File: src/sv/sirt_pkg.sv
// ----------------------------------------------------------------------------
// sirt_pkg
// Shared types and constants for the signed integer to radix text converter.
// ----------------------------------------------------------------------------
package sirt_pkg;

  localparam int unsigned DefValueBits = 32;
  localparam int unsigned DefMaxRadix  = 16;

  localparam int unsigned CfgAddrW = 3;
  localparam int unsigned CfgDataW = 32;
  localparam int unsigned RadixW   = 5;
  localparam int unsigned CharW    = 8;

  localparam logic [CfgAddrW-1:0] REG_RADIX   = 3'd0;
  localparam logic [CfgAddrW-1:0] REG_SYM_0_3 = 3'd1;
  localparam logic [CfgAddrW-1:0] REG_SYM_4_7 = 3'd2;
  localparam logic [CfgAddrW-1:0] REG_SYM_8_B = 3'd3;
  localparam logic [CfgAddrW-1:0] REG_SYM_C_F = 3'd4;

  localparam logic [RadixW-1:0]   RADIX_RST   = 5'd16;
  localparam logic [CfgDataW-1:0] SYM_0_3_RST = 32'h3332_3130;
  localparam logic [CfgDataW-1:0] SYM_4_7_RST = 32'h3736_3534;
  localparam logic [CfgDataW-1:0] SYM_8_B_RST = 32'h4241_3938;
  localparam logic [CfgDataW-1:0] SYM_C_F_RST = 32'h4645_4443;

  localparam logic [CharW-1:0] MINUS_CHAR = 8'h2D;

  typedef enum logic [1:0] {
    ST_IDLE,
    ST_CONV,
    ST_SIGN,
    ST_EMIT
  } state_e;

  // handed from one cell to the next, registered
  typedef struct packed {
    logic en;
    logic carry;
  } link_t;

  // broadcast to every cell
  typedef struct packed {
    logic clear;
    logic shift;
  } cell_ctrl_t;

endpackage

File: src/sv/sirt_cell.sv
// ----------------------------------------------------------------------------
// sirt_cell
// One digit of the radix accumulator: doubles its digit, adds the carry of
// its lower neighbor, reduces by the base and passes its own carry upward.
// ----------------------------------------------------------------------------
module sirt_cell
  import sirt_pkg::*;
#(
  parameter int unsigned DIGIT_W = 4,
  parameter int unsigned BASE_W  = 5
) (
  input  logic               clk_i,
  input  logic               rst_ni,
  input  cell_ctrl_t         ctrl_i,
  input  logic [BASE_W-1:0]  base_i,
  input  link_t              link_i,
  input  logic [DIGIT_W-1:0] digit_i,
  output link_t              link_o,
  output logic [DIGIT_W-1:0] digit_o
);

  logic [DIGIT_W-1:0] digit_q, digit_d;
  link_t              link_q, link_d;
  logic [DIGIT_W:0]   sum;
  logic [DIGIT_W:0]   base_ext;
  logic               ge;
  logic [DIGIT_W:0]   red;

  assign sum      = {digit_q, link_i.carry};
  assign base_ext = (DIGIT_W + 1)'(base_i);
  assign ge       = (sum >= base_ext);
  assign red      = ge ? (sum - base_ext) : sum;

  always_comb begin
    digit_d = digit_q;
    link_d  = '0;
    if (ctrl_i.clear) begin
      digit_d = '0;
    end else if (ctrl_i.shift) begin
      digit_d = digit_i;
    end else if (link_i.en) begin
      digit_d      = red[DIGIT_W-1:0];
      link_d.en    = 1'b1;
      link_d.carry = ge;
    end
  end

  always_ff @(posedge clk_i or negedge rst_ni) begin
    if (!rst_ni) begin
      digit_q <= '0;
      link_q  <= '0;
    end else begin
      digit_q <= digit_d;
      link_q  <= link_d;
    end
  end

  assign link_o  = link_q;
  assign digit_o = digit_q;

endmodule

File: src/sv/signed_integer_to_radix_text.sv
// ----------------------------------------------------------------------------
// signed_integer_to_radix_text
// Converts a signed integer to its text in a configured radix, most
// significant digit first, through a skewed chain of digit cells.
//
//   channel  | dir | payload                        | handshake
//   s_axis   | in  | tdata: number                  | tvalid/tready
//   m_axis   | out | tdata: character, tlast: last  | tvalid/tready
//   cfg      | in  | cfg_addr_i, cfg_wdata_i        | cfg_we_i, no wait
//
// One word at a time. During conversion the magnitude bits enter the cell
// chain MSB first and the carry wavefront crosses all VALUE_BITS cells one
// cell per cycle. Output shifts leading zeros out, one cell per cycle, and
// gives a minus sign first for a negative number; m_axis may stall it. A
// radix below 2 gives the sign alone, if any. No clearing pass after reset.
// ----------------------------------------------------------------------------
module signed_integer_to_radix_text
  import sirt_pkg::*;
#(
  parameter int unsigned VALUE_BITS = DefValueBits,
  parameter int unsigned MAX_RADIX  = DefMaxRadix
) (
  input  logic                                clk_i,
  input  logic                                rst_ni,
  input  logic                                s_axis_tvalid_i,
  output logic                                s_axis_tready_o,
  input  logic [((VALUE_BITS+7)/8)*8-1:0]     s_axis_tdata_i,  // number
  output logic                                m_axis_tvalid_o,
  input  logic                                m_axis_tready_i,
  output logic [CharW-1:0]                    m_axis_tdata_o,  // character
  output logic                                m_axis_tlast_o,  // last
  input  logic                                cfg_we_i,
  input  logic [CfgAddrW-1:0]                 cfg_addr_i,
  input  logic [CfgDataW-1:0]                 cfg_wdata_i
);

  localparam int unsigned NCELL     = VALUE_BITS;
  localparam int unsigned DIGIT_W   = (MAX_RADIX > 2) ? $clog2(MAX_RADIX) : 1;
  localparam int unsigned BASE_W    = DIGIT_W + 1;
  localparam int unsigned CNT_W     = $clog2(2 * VALUE_BITS);
  localparam int unsigned CONV_LAST = VALUE_BITS + NCELL - 2;

  // configuration
  logic [RadixW-1:0]   radix_q;
  logic [CfgDataW-1:0] sym_q [4];

  always_ff @(posedge clk_i or negedge rst_ni) begin
    if (!rst_ni) begin
      radix_q  <= RADIX_RST;
      sym_q[0] <= SYM_0_3_RST;
      sym_q[1] <= SYM_4_7_RST;
      sym_q[2] <= SYM_8_B_RST;
      sym_q[3] <= SYM_C_F_RST;
    end else if (cfg_we_i) begin
      case (cfg_addr_i)
        REG_RADIX:   radix_q  <= cfg_wdata_i[RadixW-1:0];
        REG_SYM_0_3: sym_q[0] <= cfg_wdata_i;
        REG_SYM_4_7: sym_q[1] <= cfg_wdata_i;
        REG_SYM_8_B: sym_q[2] <= cfg_wdata_i;
        REG_SYM_C_F: sym_q[3] <= cfg_wdata_i;
        default: ;
      endcase
    end
  end

  // control
  state_e                state_q, state_d;
  logic [VALUE_BITS-1:0] mag_q, mag_d;
  logic [CNT_W-1:0]      cnt_q, cnt_d;
  logic [BASE_W-1:0]     base_q, base_d;
  logic                  lt2_q, lt2_d;
  logic                  neg_q, neg_d;
  logic                  started_q, started_d;
  cell_ctrl_t            ctrl;
  logic                  feed_en;

  logic [VALUE_BITS-1:0] x_in;
  logic                  neg_in;
  logic [VALUE_BITS-1:0] mag_in;

  link_t              lnk   [NCELL+1];
  logic [DIGIT_W-1:0] digit [NCELL];
  logic [DIGIT_W-1:0] top;
  logic [3:0]         sym_idx;

  assign x_in   = s_axis_tdata_i[VALUE_BITS-1:0];
  assign neg_in = x_in[VALUE_BITS-1];
  assign mag_in = neg_in ? (~x_in + VALUE_BITS'(1)) : x_in;
  assign top    = digit[NCELL-1];

  always_comb begin
    state_d         = state_q;
    mag_d           = mag_q;
    cnt_d           = cnt_q;
    base_d          = base_q;
    lt2_d           = lt2_q;
    started_d       = started_q;
    ctrl            = '0;
    feed_en         = 1'b0;
    s_axis_tready_o = 1'b0;
    m_axis_tvalid_o = 1'b0;
    m_axis_tlast_o  = 1'b0;
    case (state_q)
      ST_IDLE: begin
        s_axis_tready_o = 1'b1;
        if (s_axis_tvalid_i) begin
          ctrl.clear = 1'b1;
          mag_d      = mag_in;
          cnt_d      = '0;
          started_d  = 1'b0;
          lt2_d      = (radix_q < RadixW'(2));
          base_d     = (radix_q > RadixW'(MAX_RADIX)) ? BASE_W'(MAX_RADIX)
                                                      : radix_q[BASE_W-1:0];
          if (radix_q < RadixW'(2)) begin
            state_d = neg_in ? ST_SIGN : ST_IDLE;
          end else begin
            state_d = ST_CONV;
          end
        end
      end
      ST_CONV: begin
        feed_en = (cnt_q < CNT_W'(VALUE_BITS));
        if (feed_en) begin
          mag_d = {mag_q[VALUE_BITS-2:0], 1'b0};
        end
        if (cnt_q == CNT_W'(CONV_LAST)) begin
          cnt_d   = CNT_W'(NCELL - 1);
          state_d = neg_q ? ST_SIGN : ST_EMIT;
        end else begin
          cnt_d = cnt_q + CNT_W'(1);
        end
      end
      ST_SIGN: begin
        m_axis_tvalid_o = 1'b1;
        m_axis_tlast_o  = lt2_q;
        if (m_axis_tready_i) begin
          state_d = lt2_q ? ST_IDLE : ST_EMIT;
        end
      end
      ST_EMIT: begin
        if (!started_q && top == '0 && cnt_q != '0) begin
          ctrl.shift = 1'b1;
          cnt_d      = cnt_q - CNT_W'(1);
        end else begin
          m_axis_tvalid_o = 1'b1;
          m_axis_tlast_o  = (cnt_q == '0);
          if (m_axis_tready_i) begin
            started_d = 1'b1;
            if (cnt_q == '0) begin
              state_d = ST_IDLE;
            end else begin
              ctrl.shift = 1'b1;
              cnt_d      = cnt_q - CNT_W'(1);
            end
          end
        end
      end
      default: state_d = ST_IDLE;
    endcase
  end

  assign neg_d = (state_q == ST_IDLE && s_axis_tvalid_i) ? neg_in : neg_q;

  always_ff @(posedge clk_i or negedge rst_ni) begin
    if (!rst_ni) begin
      state_q   <= ST_IDLE;
      cnt_q     <= '0;
      lt2_q     <= 1'b0;
      neg_q     <= 1'b0;
      started_q <= 1'b0;
      base_q    <= '0;
    end else begin
      state_q   <= state_d;
      cnt_q     <= cnt_d;
      lt2_q     <= lt2_d;
      neg_q     <= neg_d;
      started_q <= started_d;
      base_q    <= base_d;
    end
  end

  always_ff @(posedge clk_i) begin
    mag_q <= mag_d;
  end

  // cell chain
  assign lnk[0].en    = feed_en;
  assign lnk[0].carry = mag_q[VALUE_BITS-1];

  for (genvar k = 0; k < NCELL; k++) begin : g_cell
    logic [DIGIT_W-1:0] din;
    if (k == 0) begin : g_first
      assign din = '0;
    end else begin : g_rest
      assign din = digit[k-1];
    end
    sirt_cell #(
      .DIGIT_W (DIGIT_W),
      .BASE_W  (BASE_W)
    ) u_cell (
      .clk_i   (clk_i),
      .rst_ni  (rst_ni),
      .ctrl_i  (ctrl),
      .base_i  (base_q),
      .link_i  (lnk[k]),
      .digit_i (din),
      .link_o  (lnk[k+1]),
      .digit_o (digit[k])
    );
  end

  // symbol lookup
  assign sym_idx = 4'(top);

  always_comb begin
    if (state_q == ST_SIGN) begin
      m_axis_tdata_o = MINUS_CHAR;
    end else begin
      m_axis_tdata_o = sym_q[sym_idx[3:2]][8*sym_idx[1:0] +: CharW];
    end
  end

  // checks
  a_top_no_carry: assert property (@(posedge clk_i) disable iff (!rst_ni)
    !(lnk[NCELL].en && lnk[NCELL].carry))
    else $error("carry out of the top digit cell");

  a_digit_in_base: assert property (@(posedge clk_i) disable iff (!rst_ni)
    (state_q == ST_EMIT) |-> (BASE_W'(top) < base_q))
    else $error("digit not below base");

  a_one_side: assert property (@(posedge clk_i) disable iff (!rst_ni)
    !(s_axis_tready_o && m_axis_tvalid_o))
    else $error("input taken while output pending");

  a_conv_feed_done: assert property (@(posedge clk_i) disable iff (!rst_ni)
    (state_q == ST_CONV && cnt_q == CNT_W'(CONV_LAST)) |-> lnk[NCELL-1].en)
    else $error("conversion wavefront lost");

endmodule
File: config.mk
export PLATFORM = sky130hd
export DESIGN_NAME = signed_integer_to_radix_text
export DESIGN_NICKNAME = d
export VERILOG_FILES = /design/src/sv/sirt_pkg.sv /design/src/sv/sirt_cell.sv /design/src/sv/signed_integer_to_radix_text.sv
export SDC_FILE = /design/constraint.sdc
export NUM_CORES = 1
export LEC_CHECK = 0
export ABC_AREA = 1
export BUFFER_PORTS_ARGS = -buffer_cell sky130_fd_sc_hd__buf_2
export CELL_PAD_IN_SITES_DETAIL_PLACEMENT = 0
export CELL_PAD_IN_SITES_GLOBAL_PLACEMENT = 2
export CORE_MARGIN = 5
export CORE_UTILIZATION = 38
export CTS_CLUSTER_SIZE = 25
export DETAILED_ROUTE_END_ITERATION = 16
export HOLD_SLACK_MARGIN = 0.08
export PLACE_DENSITY = 0.9
export SYNTH_ARGS = -nofsm -noshare
export SYNTH_HDL_FRONTEND = slang
export SYNTH_HIERARCHICAL = 1
export SYNTH_SLANG_ARGS = --single-unit
File: constraint.sdc
create_clock -name clk_i -period 6.9 [get_ports clk_i]
set_input_delay 1.38 -clock clk_i [delete_from_list [all_inputs] [get_ports clk_i]]
set_output_delay 1.38 -clock clk_i [all_outputs]
set_load 0.01 [all_outputs]
==> results.tsv <==
stage	metric	value	unit
routing	routedWlPerCell	14.09	um
clocking	clock_latency	0.61	ns
synthesis	syn_avg_cell_area	7.380	sq um
place	portBuffers	82	
power_and_ir_drop	finalPower	14.76	mW
place	post-place-ws	3.072	ns
routing	vias	22560	
clocking	cts_root_buf	clkbuf_16	
power_and_ir_drop	peakVddDrop	223.1	uV
clocking	clockBufferDepth	3	
setup_path	crit_path_start_kind	register	
synthesis	yosysWarnings	6	
setup_path	critPathKind	register to primary output	
clocking	path_clk_slew	0.06	ns
run_status	status	complete, no violations	
timing	fin_crit_sh	60.42	%
setup_path	cp_data_required_time	5.52	ns
clocking	cts-buffers-inserted	47	
clocking	cts_resized	0	
routing	drt_iter0_markers	1273	
global_routing	grt_pass1_vias	22290	
floorplanning	core_area	70150	sq um
clocking	postCtsHoldBufs	0	
timing	fmax	0.2399	GHz
synthesis	synth_area	26940	sq um
floorplanning	ios	83	
floorplanning	initial_core_util	38.40	%
timing	clock_skew	0.02673	ns
place	hpwl	45010	um
global_routing	grt_max_degree	123	
clocking	cts_setup_buffers	0	
finish	drive_gt1_share	15.25	%
routing	drc_errors	0	
global_routing	grt.total_usage	17.35	%
global_routing	grt_antenna_before_repair	4	
timing	slew_headroom	23.33	%
routing	wl	66520	um
floorplanning	dieArea	76310	sq um
timing	layout_setup_ws	2.731	ns
power_and_ir_drop	power.density	490.7	nW/um^2
hold_path	hold_class	register to register	
routing	drt-pass1-iter-count	5	
timing	finalSetupViolCount	0	
setup_path	path_max_fanout	65	
setup_path	end_kind	primary output	
global_routing	gr-total-overflow	0	
place	placed_cell_area	28430	sq um
power_and_ir_drop	power.leakage	15.58	nW
routing	drtAntennaViolNets	0	
floorplanning	die_w	276.2	um
finish	final_common_cell	nand2_1	
routing	vias_per_cell	4.780	
timing	fin_setup_tns	0	ns
finish	final_cell_mix	nand2_1, inv_1, nor2_1	
timing	tightest_slew	1.150	ns
timing	rsz0062_at_grt	no	
setup_path	crit_arrival	2.79	ns
flow_run	drv_cap	0	
floorplanning	chipHeight	276.2	um
timing	drv_slew	0	
place	gp_congestion	0.7679	
finish	design_area	30070	sq um
clocking	cts_tree	built	
floorplanning	row_count	97	
clocking	cts_sinks	371	
timing	hold_viol_final	0	
finish	final_net_count	4009	
finish	syn2layout_area_growth	11.63	%
timing	finalCriticalPeriod	4.169	ns
synthesis	synthCells	3650	
global_routing	grt_pass1_wl	113200	um
clocking	h-tree-depth	2	
-- final timing paths --
check	start	endpoint	slack, ns	cells past startpoint
worst max-delay path	g_cell[31].u_cell/digit_o[2]	m_axis_tdata_o[6]	2.73	6
worst max register to register	g_cell[31].u_cell/digit_o[2]	g_cell[25].u_cell/digit_o[1]	3.00	10
min in group asynchronous	rst_ni	g_cell[5].u_cell/digit_o[1]	0.80	1
max in group asynchronous	rst_ni	g_cell[31].u_cell/digit_o[2]	4.81	2
worst min-delay path	sym_q[66]	sym_q[66]	0.47	2
worst min register to register	sym_q[66]	sym_q[66]	0.47	2
-- cell type report --
| class | instances | area (sq um) |
|---|---|---|
| antenna | 2 | 5.005 |
| fill | 7415 | 40080 |
| clock inverter | 19 | 239.0 |
| timing repair buffer | 99 | 573.1 |
| multi-input combinational | 2688 | 15150 |
| clock buffer | 68 | 1396 |
| sequential | 371 | 9515 |
| tap | 940 | 1176 |
| inverter | 533 | 2012 |
-- critical path, cell delays in order, from the launching register on --
cell	delay, ns
dfrtp_2	0.40
inv_2	0.80
nor2_1	0.08
o211ai_1	0.25
nand3_1	0.19
a21oi_1	0.28
buf_2	0.18
-- sequential cells by signal (all words and copies together), names as in the netlist --
signal                 flops
state_q                    2
sym_q                    128
cnt_q                      6
g_cell.u_cell/digit_o    128
mag_q                     32
lt2_q                      1
g_cell.u_cell/link_o      62
radix_q                    5
neg_q                      1
base_q                     5
started_q                  1
-- power breakdown --
part           switching [mW]  internal [mW]
Combinational            5.54           3.12
Clock                    1.02           1.56
Sequential              0.583           2.93
-- per-stage QoR --
step | utilization, % | std cells | hold WS (ns)
global route | 42.85 | 4718 | 0.4882
global placement | 40.52 | 4631 | 0.4596
CTS | 42.85 | 4718 | 0.4741
floorplan | - | 3653 | 0.4478
detailed placement | 40.52 | 4631 | 0.4650
finish | 42.86 | 4720 | 0.4718
-- routing by layer --
| metal | vias up | part of all wire (%) | global-route usage, % |
|---|---|---|---|
| li1 | 11930 | - | - |
| met1 | 10360 | 50 | 24.23 |
| met2 | 216 | 46 | 29.16 |
| met3 | 65 | 3.0 | 2.438 |
| met4 | 2 | 1.4 | 3.189 |
| met5 | - | 0.020 | 0 |
Power figures use the tool's default switching activity.
